--- src/rtl/tcprx_pkg.sv ---
`timescale 1ns / 1ps
// ----------------------------------------------------------------------------
// TCP receive state machine package
// Shared codes, flag masks and the result word layout.
// ----------------------------------------------------------------------------
package tcprx_pkg;

   // Default number of entries in the sent-segment end queue.
   localparam int SENT_QUEUE_DEPTH_DEFAULT = 16;

   // Operation codes of the request word.
   localparam logic [1:0] OP_RECV  = 2'd0;
   localparam logic [1:0] OP_SENT  = 2'd1;
   localparam logic [1:0] OP_FORCE = 2'd2;

   // Connection state codes.
   localparam logic [3:0] CS_LISTEN     = 4'd0;
   localparam logic [3:0] CS_SYN_SENT   = 4'd1;
   localparam logic [3:0] CS_SYN_RCVD   = 4'd2;
   localparam logic [3:0] CS_ESTAB      = 4'd3;
   localparam logic [3:0] CS_FW1        = 4'd4;
   localparam logic [3:0] CS_FW2        = 4'd5;
   localparam logic [3:0] CS_CLOSE_WAIT = 4'd6;
   localparam logic [3:0] CS_LAST_ACK   = 4'd7;
   localparam logic [3:0] CS_CLOSED     = 4'd8;
   localparam logic [3:0] CS_TERMINATED = 4'd9;
   localparam logic [3:0] CS_FREED      = 4'd10;

   // TCP flag bits.
   localparam int FL_FIN_BIT = 0;
   localparam int FL_SYN_BIT = 1;
   localparam int FL_RST_BIT = 2;
   localparam int FL_ACK_BIT = 4;
   localparam logic [5:0] FL_SYN     = 6'd2;
   localparam logic [5:0] FL_ACK     = 6'd16;
   localparam logic [5:0] FL_SYN_ACK = 6'd18;

   // Drop codes.
   localparam logic [3:0] DROP_OK          = 4'd0;
   localparam logic [3:0] DROP_BAD_STATE   = 4'd1;
   localparam logic [3:0] DROP_NOT_SYN     = 4'd2;
   localparam logic [3:0] DROP_SS_FLAGS    = 4'd3;
   localparam logic [3:0] DROP_SYNACK_ACK  = 4'd4;
   localparam logic [3:0] DROP_NO_ACK      = 4'd5;
   localparam logic [3:0] DROP_WRONG_SEQ   = 4'd6;
   localparam logic [3:0] DROP_SYN_UNEXP   = 4'd7;
   localparam logic [3:0] DROP_OUT_OF_ORD  = 4'd8;
   localparam logic [3:0] DROP_UNKNOWN     = 4'd9;

   // Result word, less the retire count and the final state.
   typedef struct packed {
      logic        reply_valid;
      logic [5:0]  reply_flags;
      logic [31:0] reply_seq;
      logic [31:0] reply_ack;
      logic        deliver_payload;
      logic        wake_socket;
      logic [3:0]  drop_code;
      logic        reset_kill;
      logic        queue_full;
   } rsp_type;

endpackage

--- src/rtl/tcprx_req_if.sv ---
`timescale 1ns / 1ps
// ----------------------------------------------------------------------------
// TCP receive request channel
// Valid/ready channel that carries one request word.
// ----------------------------------------------------------------------------
interface tcprx_req_if;
   logic        valid;
   logic        ready;
   logic [1:0]  operation;
   logic [31:0] seg_seq;
   logic [31:0] seg_ack;
   logic [5:0]  seg_flags;
   logic [15:0] payload_length;
   logic [31:0] local_seq;
   logic [31:0] sent_start;
   logic [15:0] sent_length;
   logic [3:0]  forced_state;

   modport source (output valid, operation, seg_seq, seg_ack, seg_flags, payload_length,
                   local_seq, sent_start, sent_length, forced_state, input ready);
   modport sink (input valid, operation, seg_seq, seg_ack, seg_flags, payload_length,
                 local_seq, sent_start, sent_length, forced_state, output ready);
endinterface

--- src/rtl/tcprx_rsp_if.sv ---
`timescale 1ns / 1ps
// ----------------------------------------------------------------------------
// TCP receive response channel
// Valid/ready channel that carries one result word.
// ----------------------------------------------------------------------------
interface tcprx_rsp_if;
   logic        valid;
   logic        ready;
   logic        reply_valid;
   logic [5:0]  reply_flags;
   logic [31:0] reply_seq;
   logic [31:0] reply_ack;
   logic        deliver_payload;
   logic        wake_socket;
   logic [3:0]  drop_code;
   logic [4:0]  retired_count;
   logic        reset_kill;
   logic        queue_full;
   logic [3:0]  conn_state_out;

   modport source (output valid, reply_valid, reply_flags, reply_seq, reply_ack,
                   deliver_payload, wake_socket, drop_code, retired_count, reset_kill,
                   queue_full, conn_state_out, input ready);
   modport sink (input valid, reply_valid, reply_flags, reply_seq, reply_ack,
                 deliver_payload, wake_socket, drop_code, retired_count, reset_kill,
                 queue_full, conn_state_out, output ready);
endinterface

--- src/rtl/tcprx_ram.sv ---
`timescale 1ns / 1ps
// ----------------------------------------------------------------------------
// TCP receive generic RAM
// One write port and one read port with registered read data.
// ----------------------------------------------------------------------------
module tcprx_ram #(
   parameter int WIDTH = 33,
   parameter int DEPTH = 16
) (
   input  logic                     clock,
   input  logic                     wr_en,
   input  logic [$clog2(DEPTH)-1:0] wr_addr,
   input  logic [WIDTH-1:0]         wr_data,
   input  logic [$clog2(DEPTH)-1:0] rd_addr,
   output logic [WIDTH-1:0]         rd_data
);

   logic [WIDTH-1:0] mem [DEPTH];
   logic [WIDTH-1:0] rd_data_ff;

   // Write port and registered read port.
   always_ff @(posedge clock) begin
      if (wr_en) begin
         mem[wr_addr] <= wr_data;
      end
      rd_data_ff <= mem[rd_addr];
   end

   assign rd_data = rd_data_ff;

endmodule

--- src/rtl/tcp_receive_state_machine_core.sv ---
`timescale 1ns / 1ps
// ----------------------------------------------------------------------------
// TCP receive state machine core
// Per-connection receive handling with a RAM-held queue of sent segment ends.
//
//   Channel   Dir  Carries
//   req_chan  in   operation, received header fields, sent segment, forced state
//   rsp_chan  out  reply, delivery, wake-up, drop code, retire count, state
//
// A request passes through accept, evaluate and result; a received segment
// that scans the sent queue passes through a retire step before the result.
// The scan retires one queue entry per cycle through the RAM read port.
// A new request is taken while the previous result still waits on rsp_chan.
// Reset is synchronous; queue entries need no clearing since only written
// entries are read.
// ----------------------------------------------------------------------------
module tcp_receive_state_machine_core
   import tcprx_pkg::*;
#(
   parameter int SENT_QUEUE_DEPTH = SENT_QUEUE_DEPTH_DEFAULT
) (
   input logic        clock,
   input logic        reset,
   tcprx_req_if.sink   req_chan,
   tcprx_rsp_if.source rsp_chan
);

   localparam int PW = (SENT_QUEUE_DEPTH > 1) ? $clog2(SENT_QUEUE_DEPTH) : 1;
   localparam int CW = $clog2(SENT_QUEUE_DEPTH + 1);

   typedef enum logic [3:0] {
      FSM_IDLE   = 4'b0001,
      FSM_EVAL   = 4'b0010,
      FSM_RETIRE = 4'b0100,
      FSM_DONE   = 4'b1000
   } fsm_type;

   fsm_type     fsm_ff, fsm_in;
   logic [3:0]  cs_ff, cs_in;
   logic [31:0] rcv_ff, rcv_in;
   logic [PW-1:0] head_ff, head_in, tail_ff, tail_in;
   logic [CW-1:0] count_ff, count_in;
   logic [CW-1:0] retired_ff, retired_in;

   // Captured request word.
   logic [1:0]  op_ff;
   logic [31:0] seq_ff, ack_ff, lseq_ff, start_ff;
   logic [5:0]  flags_ff;
   logic [15:0] plen_ff, slen_ff;
   logic [3:0]  forced_ff;

   rsp_type res_ff, res_calc;
   logic    retire_go;
   logic    q_full;

   // Output register.
   logic        rsp_valid_ff;
   rsp_type     rsp_res_ff;
   logic [4:0]  rsp_retired_ff;
   logic [3:0]  rsp_cs_ff;

   logic [32:0] rd_data;
   logic        wr_en;
   logic [32:0] wr_data;
   logic        can_retire;
   logic [CW+4:0] retired_ext;
   logic [3:0]  cs_calc;
   logic [31:0] rcv_calc;

   assign req_chan.ready = (fsm_ff == FSM_IDLE);
   assign q_full = (count_ff == CW'(SENT_QUEUE_DEPTH));
   assign wr_en = (fsm_ff == FSM_EVAL) && (op_ff == OP_SENT) && !q_full;
   assign wr_data = {1'b0, start_ff} + {17'd0, slen_ff};
   assign can_retire = (count_ff != '0) && ({1'b0, ack_ff} >= rd_data);
   assign retired_ext = {5'd0, retired_ff};

   // Queue RAM; it reads the next head so the data tracks head_ff.
   tcprx_ram #(
      .WIDTH(33),
      .DEPTH(SENT_QUEUE_DEPTH)
   ) u_queue (
      .clock   (clock),
      .wr_en   (wr_en),
      .wr_addr (tail_ff),
      .wr_data (wr_data),
      .rd_addr (head_in),
      .rd_data (rd_data)
   );

   // Segment evaluation against the connection state.
   always_comb begin
      logic        fin;
      logic        fio;
      logic        run_norm;
      logic [31:0] sum;
      fin = flags_ff[FL_FIN_BIT];
      fio = (seq_ff == rcv_ff) && fin;
      run_norm = 1'b0;
      sum = rcv_ff + {16'd0, plen_ff} + {31'd0, fin};
      res_calc = '0;
      cs_calc = cs_ff;
      rcv_calc = rcv_ff;
      retire_go = 1'b0;
      unique case (op_ff)
         OP_RECV: begin
            unique case (cs_ff)
               CS_CLOSE_WAIT, CS_CLOSED, CS_TERMINATED, CS_FREED: begin
                  res_calc.drop_code = DROP_BAD_STATE;
               end
               CS_LISTEN: begin
                  if (flags_ff != FL_SYN) begin
                     res_calc.drop_code = DROP_NOT_SYN;
                  end else begin
                     rcv_calc = seq_ff + 32'd1;
                     res_calc.reply_valid = 1'b1;
                     res_calc.reply_flags = FL_SYN_ACK;
                     res_calc.reply_seq = lseq_ff - 32'd1;
                     res_calc.reply_ack = seq_ff + 32'd1;
                     cs_calc = CS_SYN_RCVD;
                  end
               end
               CS_SYN_SENT: begin
                  if (flags_ff == FL_SYN) begin
                     rcv_calc = seq_ff + 32'd1;
                     res_calc.reply_valid = 1'b1;
                     res_calc.reply_flags = FL_ACK;
                     res_calc.reply_seq = lseq_ff;
                     res_calc.reply_ack = seq_ff + 32'd1;
                     cs_calc = CS_SYN_RCVD;
                  end else if (flags_ff == FL_SYN_ACK) begin
                     if (ack_ff != lseq_ff) begin
                        res_calc.drop_code = DROP_SYNACK_ACK;
                     end else begin
                        rcv_calc = seq_ff + 32'd1;
                        res_calc.reply_valid = 1'b1;
                        res_calc.reply_flags = FL_ACK;
                        res_calc.reply_seq = lseq_ff;
                        res_calc.reply_ack = seq_ff + 32'd1;
                        cs_calc = CS_ESTAB;
                        res_calc.wake_socket = 1'b1;
                     end
                  end else begin
                     res_calc.drop_code = DROP_SS_FLAGS;
                  end
               end
               CS_SYN_RCVD: begin
                  if (flags_ff == FL_SYN) begin
                     rcv_calc = seq_ff + 32'd1;
                     res_calc.reply_valid = 1'b1;
                     res_calc.reply_flags = FL_SYN_ACK;
                     res_calc.reply_seq = lseq_ff - 32'd1;
                     res_calc.reply_ack = seq_ff + 32'd1;
                     cs_calc = CS_SYN_RCVD;
                  end else if (!flags_ff[FL_ACK_BIT] || ack_ff != lseq_ff) begin
                     res_calc.drop_code = DROP_NO_ACK;
                  end else if (seq_ff != rcv_ff) begin
                     res_calc.drop_code = DROP_WRONG_SEQ;
                  end else begin
                     cs_calc = CS_ESTAB;
                     res_calc.wake_socket = 1'b1;
                     run_norm = 1'b1;
                  end
               end
               CS_ESTAB: begin
                  if (fio) begin
                     cs_calc = CS_CLOSE_WAIT;
                     res_calc.wake_socket = 1'b1;
                  end
                  run_norm = 1'b1;
               end
               CS_FW1: begin
                  if (ack_ff == lseq_ff) begin
                     if (fio) begin
                        cs_calc = CS_TERMINATED;
                        res_calc.wake_socket = 1'b1;
                     end else begin
                        cs_calc = CS_FW2;
                     end
                  end else if (fio) begin
                     cs_calc = CS_LAST_ACK;
                     res_calc.wake_socket = 1'b1;
                  end
                  run_norm = 1'b1;
               end
               CS_FW2: begin
                  if (fio) begin
                     cs_calc = CS_TERMINATED;
                     res_calc.wake_socket = 1'b1;
                  end
                  run_norm = 1'b1;
               end
               CS_LAST_ACK: begin
                  if (ack_ff == lseq_ff) begin
                     cs_calc = CS_TERMINATED;
                     res_calc.wake_socket = 1'b1;
                  end else begin
                     run_norm = 1'b1;
                  end
               end
               default: begin
                  res_calc.drop_code = DROP_UNKNOWN;
               end
            endcase
            // Common handling for synchronized states.
            if (run_norm) begin
               if (flags_ff[FL_SYN_BIT]) begin
                  res_calc.drop_code = DROP_SYN_UNEXP;
               end else begin
                  retire_go = 1'b1;
                  if (seq_ff == rcv_ff) begin
                     res_calc.deliver_payload = (plen_ff != 16'd0);
                     rcv_calc = sum;
                     if (fin || plen_ff != 16'd0) begin
                        res_calc.reply_valid = 1'b1;
                        res_calc.reply_flags = FL_ACK;
                        res_calc.reply_seq = lseq_ff;
                        res_calc.reply_ack = sum;
                     end
                  end else begin
                     res_calc.drop_code = DROP_OUT_OF_ORD;
                  end
               end
            end
            if (flags_ff[FL_RST_BIT]) begin
               cs_calc = CS_TERMINATED;
               res_calc.reset_kill = 1'b1;
            end
         end
         OP_SENT: begin
            res_calc.queue_full = q_full;
         end
         OP_FORCE: begin
            cs_calc = forced_ff;
         end
         default: begin
         end
      endcase
   end

   // Sequencer and queue pointer next values.
   always_comb begin
      fsm_in = fsm_ff;
      cs_in = cs_ff;
      rcv_in = rcv_ff;
      head_in = head_ff;
      tail_in = tail_ff;
      count_in = count_ff;
      retired_in = retired_ff;
      unique case (fsm_ff)
         FSM_IDLE: begin
            if (req_chan.valid) begin
               fsm_in = FSM_EVAL;
            end
         end
         FSM_EVAL: begin
            cs_in = cs_calc;
            rcv_in = rcv_calc;
            retired_in = '0;
            if (wr_en) begin
               tail_in = (tail_ff == PW'(SENT_QUEUE_DEPTH - 1)) ? '0 : tail_ff + PW'(1);
               count_in = count_ff + CW'(1);
            end
            fsm_in = retire_go ? FSM_RETIRE : FSM_DONE;
         end
         FSM_RETIRE: begin
            if (can_retire) begin
               head_in = (head_ff == PW'(SENT_QUEUE_DEPTH - 1)) ? '0 : head_ff + PW'(1);
               count_in = count_ff - CW'(1);
               retired_in = retired_ff + CW'(1);
            end else begin
               fsm_in = FSM_DONE;
            end
         end
         FSM_DONE: begin
            if (!rsp_valid_ff || rsp_chan.ready) begin
               fsm_in = FSM_IDLE;
            end
         end
         default: begin
            fsm_in = FSM_IDLE;
         end
      endcase
   end

   // Control state.
   always_ff @(posedge clock) begin
      if (reset) begin
         fsm_ff <= FSM_IDLE;
         cs_ff <= CS_CLOSED;
         rcv_ff <= '0;
         head_ff <= '0;
         tail_ff <= '0;
         count_ff <= '0;
         retired_ff <= '0;
         rsp_valid_ff <= 1'b0;
      end else begin
         fsm_ff <= fsm_in;
         cs_ff <= cs_in;
         rcv_ff <= rcv_in;
         head_ff <= head_in;
         tail_ff <= tail_in;
         count_ff <= count_in;
         retired_ff <= retired_in;
         if (fsm_ff == FSM_DONE && (!rsp_valid_ff || rsp_chan.ready)) begin
            rsp_valid_ff <= 1'b1;
         end else if (rsp_chan.ready) begin
            rsp_valid_ff <= 1'b0;
         end
      end
   end

   // Payload registers.
   always_ff @(posedge clock) begin
      if (fsm_ff == FSM_IDLE && req_chan.valid) begin
         op_ff <= req_chan.operation;
         seq_ff <= req_chan.seg_seq;
         ack_ff <= req_chan.seg_ack;
         flags_ff <= req_chan.seg_flags;
         plen_ff <= req_chan.payload_length;
         lseq_ff <= req_chan.local_seq;
         start_ff <= req_chan.sent_start;
         slen_ff <= req_chan.sent_length;
         forced_ff <= req_chan.forced_state;
      end
      if (fsm_ff == FSM_EVAL) begin
         res_ff <= res_calc;
      end
      if (fsm_ff == FSM_DONE && (!rsp_valid_ff || rsp_chan.ready)) begin
         rsp_res_ff <= res_ff;
         rsp_retired_ff <= retired_ext[4:0];
         rsp_cs_ff <= cs_ff;
      end
   end

   assign rsp_chan.valid = rsp_valid_ff;
   assign rsp_chan.reply_valid = rsp_res_ff.reply_valid;
   assign rsp_chan.reply_flags = rsp_res_ff.reply_flags;
   assign rsp_chan.reply_seq = rsp_res_ff.reply_seq;
   assign rsp_chan.reply_ack = rsp_res_ff.reply_ack;
   assign rsp_chan.deliver_payload = rsp_res_ff.deliver_payload;
   assign rsp_chan.wake_socket = rsp_res_ff.wake_socket;
   assign rsp_chan.drop_code = rsp_res_ff.drop_code;
   assign rsp_chan.retired_count = rsp_retired_ff;
   assign rsp_chan.reset_kill = rsp_res_ff.reset_kill;
   assign rsp_chan.queue_full = rsp_res_ff.queue_full;
   assign rsp_chan.conn_state_out = rsp_cs_ff;

   // The queue fill never exceeds its depth.
   a_count_bound: assert property (@(posedge clock) disable iff (reset)
      count_ff <= CW'(SENT_QUEUE_DEPTH))
      else $error("sent queue count above depth");

   // An accepted request is evaluated in the next cycle.
   a_accept_eval: assert property (@(posedge clock) disable iff (reset)
      (req_chan.valid && req_chan.ready) |=> (fsm_ff == FSM_EVAL))
      else $error("accepted request not evaluated");

   // Every head advance retires exactly one entry.
   a_head_count: assert property (@(posedge clock) disable iff (reset)
      (fsm_ff == FSM_RETIRE && can_retire) |=> (count_ff == $past(count_ff) - CW'(1)))
      else $error("head advance without count decrement");

   // A new result is only loaded from the result state.
   a_rsp_from_done: assert property (@(posedge clock) disable iff (reset)
      $rose(rsp_valid_ff) |-> $past(fsm_ff == FSM_DONE))
      else $error("result raised outside result state");

endmodule

--- src/flat_wrapper.sv ---
// flat-port wrapper written by rule: the top's interface ports become plain ports
module tcp_receive_state_machine_core_flat import tcprx_pkg::*;
#(
   parameter int SENT_QUEUE_DEPTH = SENT_QUEUE_DEPTH_DEFAULT
)
  (clock, reset, req_chan_valid, req_chan_operation, req_chan_seg_seq, req_chan_seg_ack, req_chan_seg_flags, req_chan_payload_length, req_chan_local_seq, req_chan_sent_start, req_chan_sent_length, req_chan_forced_state, req_chan_ready, rsp_chan_valid, rsp_chan_reply_valid, rsp_chan_reply_flags, rsp_chan_reply_seq, rsp_chan_reply_ack, rsp_chan_deliver_payload, rsp_chan_wake_socket, rsp_chan_drop_code, rsp_chan_retired_count, rsp_chan_reset_kill, rsp_chan_queue_full, rsp_chan_conn_state_out, rsp_chan_ready);
  tcprx_req_if req_chan_i ();
  tcprx_rsp_if rsp_chan_i ();
  input logic clock;
  input logic reset;
  input wire logic [$bits(req_chan_i.valid)-1:0] req_chan_valid;
  input wire logic [$bits(req_chan_i.operation)-1:0] req_chan_operation;
  input wire logic [$bits(req_chan_i.seg_seq)-1:0] req_chan_seg_seq;
  input wire logic [$bits(req_chan_i.seg_ack)-1:0] req_chan_seg_ack;
  input wire logic [$bits(req_chan_i.seg_flags)-1:0] req_chan_seg_flags;
  input wire logic [$bits(req_chan_i.payload_length)-1:0] req_chan_payload_length;
  input wire logic [$bits(req_chan_i.local_seq)-1:0] req_chan_local_seq;
  input wire logic [$bits(req_chan_i.sent_start)-1:0] req_chan_sent_start;
  input wire logic [$bits(req_chan_i.sent_length)-1:0] req_chan_sent_length;
  input wire logic [$bits(req_chan_i.forced_state)-1:0] req_chan_forced_state;
  output wire logic [$bits(req_chan_i.ready)-1:0] req_chan_ready;
  output wire logic [$bits(rsp_chan_i.valid)-1:0] rsp_chan_valid;
  output wire logic [$bits(rsp_chan_i.reply_valid)-1:0] rsp_chan_reply_valid;
  output wire logic [$bits(rsp_chan_i.reply_flags)-1:0] rsp_chan_reply_flags;
  output wire logic [$bits(rsp_chan_i.reply_seq)-1:0] rsp_chan_reply_seq;
  output wire logic [$bits(rsp_chan_i.reply_ack)-1:0] rsp_chan_reply_ack;
  output wire logic [$bits(rsp_chan_i.deliver_payload)-1:0] rsp_chan_deliver_payload;
  output wire logic [$bits(rsp_chan_i.wake_socket)-1:0] rsp_chan_wake_socket;
  output wire logic [$bits(rsp_chan_i.drop_code)-1:0] rsp_chan_drop_code;
  output wire logic [$bits(rsp_chan_i.retired_count)-1:0] rsp_chan_retired_count;
  output wire logic [$bits(rsp_chan_i.reset_kill)-1:0] rsp_chan_reset_kill;
  output wire logic [$bits(rsp_chan_i.queue_full)-1:0] rsp_chan_queue_full;
  output wire logic [$bits(rsp_chan_i.conn_state_out)-1:0] rsp_chan_conn_state_out;
  input wire logic [$bits(rsp_chan_i.ready)-1:0] rsp_chan_ready;
  assign req_chan_i.valid = req_chan_valid;
  assign req_chan_i.operation = req_chan_operation;
  assign req_chan_i.seg_seq = req_chan_seg_seq;
  assign req_chan_i.seg_ack = req_chan_seg_ack;
  assign req_chan_i.seg_flags = req_chan_seg_flags;
  assign req_chan_i.payload_length = req_chan_payload_length;
  assign req_chan_i.local_seq = req_chan_local_seq;
  assign req_chan_i.sent_start = req_chan_sent_start;
  assign req_chan_i.sent_length = req_chan_sent_length;
  assign req_chan_i.forced_state = req_chan_forced_state;
  assign req_chan_ready = req_chan_i.ready;
  assign rsp_chan_valid = rsp_chan_i.valid;
  assign rsp_chan_reply_valid = rsp_chan_i.reply_valid;
  assign rsp_chan_reply_flags = rsp_chan_i.reply_flags;
  assign rsp_chan_reply_seq = rsp_chan_i.reply_seq;
  assign rsp_chan_reply_ack = rsp_chan_i.reply_ack;
  assign rsp_chan_deliver_payload = rsp_chan_i.deliver_payload;
  assign rsp_chan_wake_socket = rsp_chan_i.wake_socket;
  assign rsp_chan_drop_code = rsp_chan_i.drop_code;
  assign rsp_chan_retired_count = rsp_chan_i.retired_count;
  assign rsp_chan_reset_kill = rsp_chan_i.reset_kill;
  assign rsp_chan_queue_full = rsp_chan_i.queue_full;
  assign rsp_chan_conn_state_out = rsp_chan_i.conn_state_out;
  assign rsp_chan_i.ready = rsp_chan_ready;
  tcp_receive_state_machine_core #(.SENT_QUEUE_DEPTH(SENT_QUEUE_DEPTH)) u_core (.clock(clock), .reset(reset), .req_chan(req_chan_i), .rsp_chan(rsp_chan_i));
endmodule
--- config.mk ---
export PLATFORM = sky130hd
export DESIGN_NAME = tcp_receive_state_machine_core_flat
export DESIGN_NICKNAME = d
export VERILOG_FILES = /design/src/rtl/tcprx_pkg.sv /design/src/rtl/tcprx_req_if.sv /design/src/rtl/tcprx_rsp_if.sv /design/src/rtl/tcprx_ram.sv /design/src/rtl/tcp_receive_state_machine_core.sv /design/src/flat_wrapper.sv
export SDC_FILE = /design/constraint.sdc
export NUM_CORES = 1
export LEC_CHECK = 0
export ABC_AREA = 1
export BUFFER_PORTS_ARGS = -buffer_cell sky130_fd_sc_hd__buf_2
export CAP_MARGIN = 20
export CORE_MARGIN = 3
export CORE_UTILIZATION = 55
export DETAILED_ROUTE_END_ITERATION = 6
export GPL_TIMING_DRIVEN = 0
export PLACE_DENSITY = 0.73
export RECOVER_POWER = 50
export SLEW_MARGIN = 10
export SYNTH_ARGS = -nofsm -noshare
export SYNTH_HDL_FRONTEND = slang
export SYNTH_SLANG_ARGS = --single-unit
--- constraint.sdc ---
create_clock -name clock -period 12.6 [get_ports clock]
set_input_delay 0.63 -clock clock [delete_from_list [all_inputs] [get_ports clock]]
set_output_delay 0.63 -clock clock [all_outputs]
set_load 0.005 [all_outputs]
==> impl_metrics.ini, run 1 <==
[finish]
seq_area_sq_um = 27600
fill_cells = 6313
final_util_pct = 64.1
multi_input_area_sq_um = 13200
drive_gt1_share_pct = 10.5
synthToLayoutAreaGrowth_pct = 14.4
fin_nets = 5252

[critical_path]
critPathMaxStageDelay_ns = 1.29
cp_max_fo = 31
criticalPathCategory = flop to flop
cp-end-kind = flop
cp.required_ns = 12.86
cp-start-kind = flop
crit_top_cell = clkbuf_1
crit_chain = nor2_1 -> nand3_1 -> nor2_1 -> clkbuf_1 -> clkbuf_1 -> clkbuf_1
arrival_ns = 5.66
slowest_stage = clkbuf_1

[sta]
tightest_slew_ns = 2.19
setup_viol = 0
finalHoldViolCount = 0
slew_headroom_pct = -46.8
fin_crit_ns = 5.39
rsz0062_at_grt = false
fin_worst_skew_ns = 0.0319
whs_ns = 0.0951
fin_crit_sh_pct = 42.8
drv_slew = 250
timing.fmax_ghz = 0.185
setup_slack_ns = 7.21

[floorplanning]
rows = 103
ioPinCount = 266
die-width_um = 291
initial_core_util_pct = 56.0
fp.dieH_um = 291
die-area_sq_um = 84700
core_sq_um = 79800

[logic_synthesis]
async_reset_ff_share_pct = 0
netlist_instances = 4574
avgSynthCellArea_sq_um = 9.77
synth_edf_count = 857
synth-seq-area-share_pct = 61.7
ys_ff_latch = 949
synth_mux_area_share_pct = 0
synth.distinct_cells = 52
post_synth_xor_area_fraction_pct = 2.43
synth_top_family_by_area = simple AND/OR/NAND/NOR gates
synth_compound_area_share_pct = 3.60
synthSimpleGateAreaFrac_pct = 21.1
synthFlopType = edfxtp_1
synth-adder-area-share_pct = 2.25
yosys_warnings = 0
syn_area_sq_um = 44700

[placed_design]
place_hpwl_um = 99200
port_buffers = 260
gp_congestion = 1.01
place_ws_ns = 8.52

[clock_tree]
postCtsSetupBuffers = 0
clockBufferDepth = 3
tritoncts = built
cts-buffers-inserted = 95
cts_resized = 0
ctsHoldBuffers = 0
cts-htree-levels = 3
cts_sinks = 949
root_buffer = clkbuf_16
clkTransAtPathRegs_ns = 0.06
insertion_delay_ns = 0.69

[flow_run]
maxCapViolations = 13

[power_and_ir_drop]
finalPower_mw = 7.19
peakVddDrop_mv = 0.145
p_per_area_nw_per_um2 = 141
leakage_nw = 21.3

[route]
drt_first_pass_iters = 6
viasPerCell = 5.67
vias = 34700
first_iter_violations = 4441
antenna_left = 0
totalWireLength_um = 137000
drc = 0
avgRoutedWirePerCell_um = 22.3

[outcome]
violations = max-capacitance violations, max-slew violations
status = finished, violations left

[global_routing]
antenna_found_initial = 7
grt_max_degree = 36
grt_use_total_pct = 31.7
grt_pass1_wl_um = 202000
grt_pass1_vias = 33000
grt_overflow = 0

[worst_hold_path]
hp-class = input pin to flop
-- cell families after synthesis --
logic type | Yosys count
AND/OR/NAND/NOR | 2138
adder cells (fa/ha/maj) | 78
other | 1
buffers and inverters | 991
flip-flops | 949
XOR/XNOR | 124
AO/OA/AOI/OAI | 293
-- cell usage in the layout (no fill, tap or decap), types with 14 or more instances in the layout --
cell type	n
inv_1	796
buf_2	261
nand3_1	775
o21ai_0	63
clkbuf_1	194
o21ai_1	21
nor3_1	45
inv_2	19
nand2_1	954
nor4_1	15
nor2_1	252
buf_4	35
xnor2_1	46
edfxtp_1	857
ha_1	74
clkbuf_16	96
clkinv_2	14
nand4_1	48
dfxtp_1	92
a21oi_1	156
xor2_1	67
-- Yosys cell counts (all sizes together) (12+ instances only) --
cell | number | area share [%]
ha | 74 | 2.1
buf | 121 | 1.6
o21ai | 85 | 0.96
a31oi | 12 | 0.17
a21oi | 159 | 1.8
nor3 | 50 | 0.63
nand2 | 962 | 8.2
xnor2 | 53 | 1.0
inv | 815 | 6.8
edfxtp | 857 | 58
nor2 | 264 | 2.3
nand4 | 49 | 0.72
nand3 | 778 | 8.7
xor2 | 71 | 1.4
dfxtp | 92 | 4.1
clkbuf | 55 | 0.46
nor4 | 15 | 0.21
-- power by group --
group          total (mW)  internal, mW  switching (mW)
combinational       0.551         0.148           0.404
sequential           3.73          3.65          0.0796
clock                2.90          1.66            1.24
-- area by class of cell --
type	instances	share of cell area, %
multi-input cells	2637	25.9
plain buffers	176	1.76
flip-flops and latches	949	54.0
repair buffers	324	3.53
diodes	1	0.00490
inverters	815	5.99
well taps	1050	2.57
clock inverters	47	1.21
clock buffers	129	5.06
-- layer usage --
layer | track usage, % | routed length (um)
met3 | 5.84 | 15100
met2 | 51.0 | 63000
met4 | 14.3 | 6740
met1 | 42.1 | 51900
met5 | 0 | 69
-- final timing paths --
check	from	to	slack (ns)	depth (start not counted)
worst min register to register	u_core.res_ff[6]$_SDFFCE_PN0P_	u_core.rsp_chan.wake_socket$_DFFE_PP_	0.42	0
worst min-delay path	req_chan_sent_start[2]	u_core.start_ff[2]$_DFFE_PP_	0.1	1
worst max-delay path	u_core.fsm_ff[3]$_SDFFE_PP0P_	u_core.lseq_ff[12]$_DFFE_PP_	7.21	6
worst max register to register	u_core.fsm_ff[3]$_SDFFE_PP0P_	u_core.lseq_ff[12]$_DFFE_PP_	7.21	6
-- stage by stage --
step	TNS (ns)	instances	cell area, sq um
after detailed placement	0	5944	48300
final	0	6128	51100
after floorplan	0	4577	44700
after global placement	-16.69	5887	47300
after global routing	0	6127	51100
after CTS	0	6120	51500
-- state kept, by name (all words and copies together) (netlist names), 6 cells and up --
register,count
u_core.u_queue.mem,528
u_core.res_ff,74
u_core.u_queue.rd_data,33
u_core.ack_ff,32
u_core.lseq_ff,32
u_core.rcv_ff,32
u_core.rsp_chan.reply_ack,32
u_core.rsp_chan.reply_seq,32
u_core.seq_ff,32
u_core.start_ff,32
u_core.plen_ff,16
u_core.slen_ff,16
u_core.flags_ff,6
-- critical path, delay by kind of cell (launching register included) --
family | cells | cell delay [ns]
flops | 1 | 0.35
simple gates | 3 | 0.81
buf+inv | 3 | 3.73
(Power assumes the default switching activity.)
==> run 2: changes to the inputs <==
--- a/config.mk
+++ b/config.mk
@@ -12,7 +12,7 @@
 export CORE_UTILIZATION = 55
 export DETAILED_ROUTE_END_ITERATION = 6
 export GPL_TIMING_DRIVEN = 0
-export PLACE_DENSITY = 0.73
+export PLACE_DENSITY = 0.76
 export RECOVER_POWER = 50
 export SLEW_MARGIN = 10
 export SYNTH_ARGS = -nofsm -noshare
==> constraint.sdc (replaced) <==
create_clock -name clock -period 4.5 [get_ports clock]
set_input_delay 0.225 -clock clock [delete_from_list [all_inputs] [get_ports clock]]
set_output_delay 0.225 -clock clock [all_outputs]
set_load 0.005 [all_outputs]
==> run 2 against run 1 <==
Non-clock buffer count grew 166. Design area grew 3.7%. Die area is the same. The run ends with design-rule violations, max-capacitance violations, max-slew violations left. Via count grew 3.1%. Critical path type unchanged. Largest power group unchanged. Setup slack lost 7.0 ns.
==> impl_metrics.ini, run 2 (synthesis results as in run 1) <==
[placed_design]
dp.cells = 5934
gp_congestion = 0.983
place_ws_ns = 0.218
place_hpwl_um = 99500
port_buffers = 260

[clock_tree]
cts_sinks = 949
postCtsSetupBuffers = 0
clockBufferDepth = 3
tritoncts = built
clkTransAtPathRegs_ns = 0.06
cts-htree-levels = 3
root_buffer = clkbuf_16
insertion_delay_ns = 0.70
cts-buffers-inserted = 98

[power_and_ir_drop]
finalPower_mw = 20.2
power.share.sequential_pct = 51.6
clkPwrFrac_pct = 39.9
leakage_nw = 22.0
p_int_mw = 15.2
p_per_area_nw_per_um2 = 382
combPwrFrac_pct = 8.5
p_sw_share_pct = 24.8
switching_power_mw = 5.03
peakVddDrop_mv = 0.357

[worst_hold_path]
hp-class = input pin to flop

[critical_path]
criticalPathCategory = flop to flop
cp-start-kind = flop
cp.required_ns = 4.87
crit_chain = nor2_1 -> inv_1 -> nor3_1 -> clkbuf_1 -> buf_8 -> clkbuf_1 -> buf_8
slowest_stage = nor3_1
cp-end-kind = flop
critPathMaxStageDelay_ns = 1.13
cp_max_fo = 20
arrival_ns = 4.70

[sta]
setup_tns_ns = 0
setup_slack_ns = 0.164
rsz0062_at_grt = false
fin_worst_skew_ns = 0.0548
finalHoldViolCount = 0
fin_crit_ns = 4.34
slew_headroom_pct = -29.1
setup_viol = 0
timing.fmax_ghz = 0.231
tightest_slew_ns = 1.93
fin_crit_sh_pct = 96.4
drv_slew = 83

[global_routing]
grt_pass1_wl_um = 211000
gr-usage-met1_pct = 42.4
grt_overflow = 0
busiest_layer = met2
grtUsageMet2_pct = 54.6
use_met3_pct = 6.11
grt_pass1_vias = 34600
antenna_found_initial = 2
grt_use_total_pct = 33.1
grt_max_degree = 35

[route]
drt_first_pass_iters = 7
totalWireLength_um = 143000
drc = 2
viasPerCell = 5.68
avgRoutedWirePerCell_um = 22.7
first_iter_violations = 4518
antenna_left = 0
vias = 35800

[flow_run]
maxCapViolations = 6

[outcome]
status = finished, violations left
violations = design-rule violations, max-capacitance violations, max-slew violations

[floorplanning]
ioPinCount = 266
core_sq_um = 79800
die-area_sq_um = 84700
initial_core_util_pct = 56.0
fp.dieH_um = 291
die-width_um = 291
rows = 103

[finish]
regMostFlops = u_core.u_queue.mem
synthToLayoutAreaGrowth_pct = 18.6
layout_commonest_cell = nand2_1
layout_common_cells = nand2_1, edfxtp_1, inv_1, nand3_1, nor2_1
fin_nets = 5421
instances_no_fill = 6303
largest_reg_flops = 528
drive_gt1_share_pct = 10.3
run 2: cell types whose count changed in the layout (fill, tap and decap cells not counted), moves of 7 or more:
cell	previous run	this run
nor2_2	3	11
clkinv_2	14	22
dlygate4sd3_1	0	174
nor2_1	252	245
buf_2	261	239
run 2: power by group through the flow:
stage	clock network (mW)	logic (mW)	registers (mW)
final	8.08	1.72	10.5
after global placement	0	1.40	10.7
after floorplan	0	0.858	10.5
after global routing	8.47	1.86	10.5
after CTS	8.05	1.70	10.4
after detailed placement	0	1.57	10.6
run 2: stage by stage:
step	cell area, sq um	hold slack [ns]	util (%)
global route	53000	0.231	66.4
global placement	47400	0.401	59.4
detailed placement	48300	0.403	60.6
floorplan	44700	0.324	-
CTS	53300	0.165	66.8
finish	53000	0.231	66.4
run 2: path summary, 6_finish.rpt:
path / start / end / slack (ns) / cells after the start
setup / recovery: u_core.fsm_ff[2]$_SDFFE_PP0P_ / u_core.res_ff[42]$_SDFFCE_PN0P_ / 0.16 / 7
hold / removal: req_chan_sent_start[3] / u_core.start_ff[3]$_DFFE_PP_ / 0.23 / 2
setup reg to reg: u_core.fsm_ff[2]$_SDFFE_PP0P_ / u_core.res_ff[42]$_SDFFCE_PN0P_ / 0.16 / 7
hold reg to reg: u_core.res_ff[40]$_SDFFCE_PN0P_ / u_core.rsp_chan.reply_seq[0]$_DFFE_PP_ / 0.41 / 0
run 2: per-layer routing:
layer  share of wire [%]  up-vias
li1                    -    16300
met5              0.0084        -
met4                 5.6        2
met2                  47     2367
met1                  37    16700
met3                  11      472
run 2: area by class of cell:
cell class	instances	area (sq um)
tap	1050	1310
multi-input combinational	2637	13300
buffer	176	901
fill	6044	26800
timing repair buffer	490	3610
clock inverter	57	574
antenna	1	2.50
clock buffer	128	2640
inverter	815	3060
sequential	949	27600
run 2: timing repair:
action / 4_1_cts / 5_1_grt
setup endpoints to repair: 0 / 8
hold endpoints to repair: 175 / 0
resized for setup: 0 / 1
hold buffers: 174 / 0
run 2: critical path: cells and delay by family, from the launching register on:
kind | cells | cell delay (ns)
buf+inv | 5 | 2.33
simple gates | 2 | 1.28
flops | 1 | 0.36
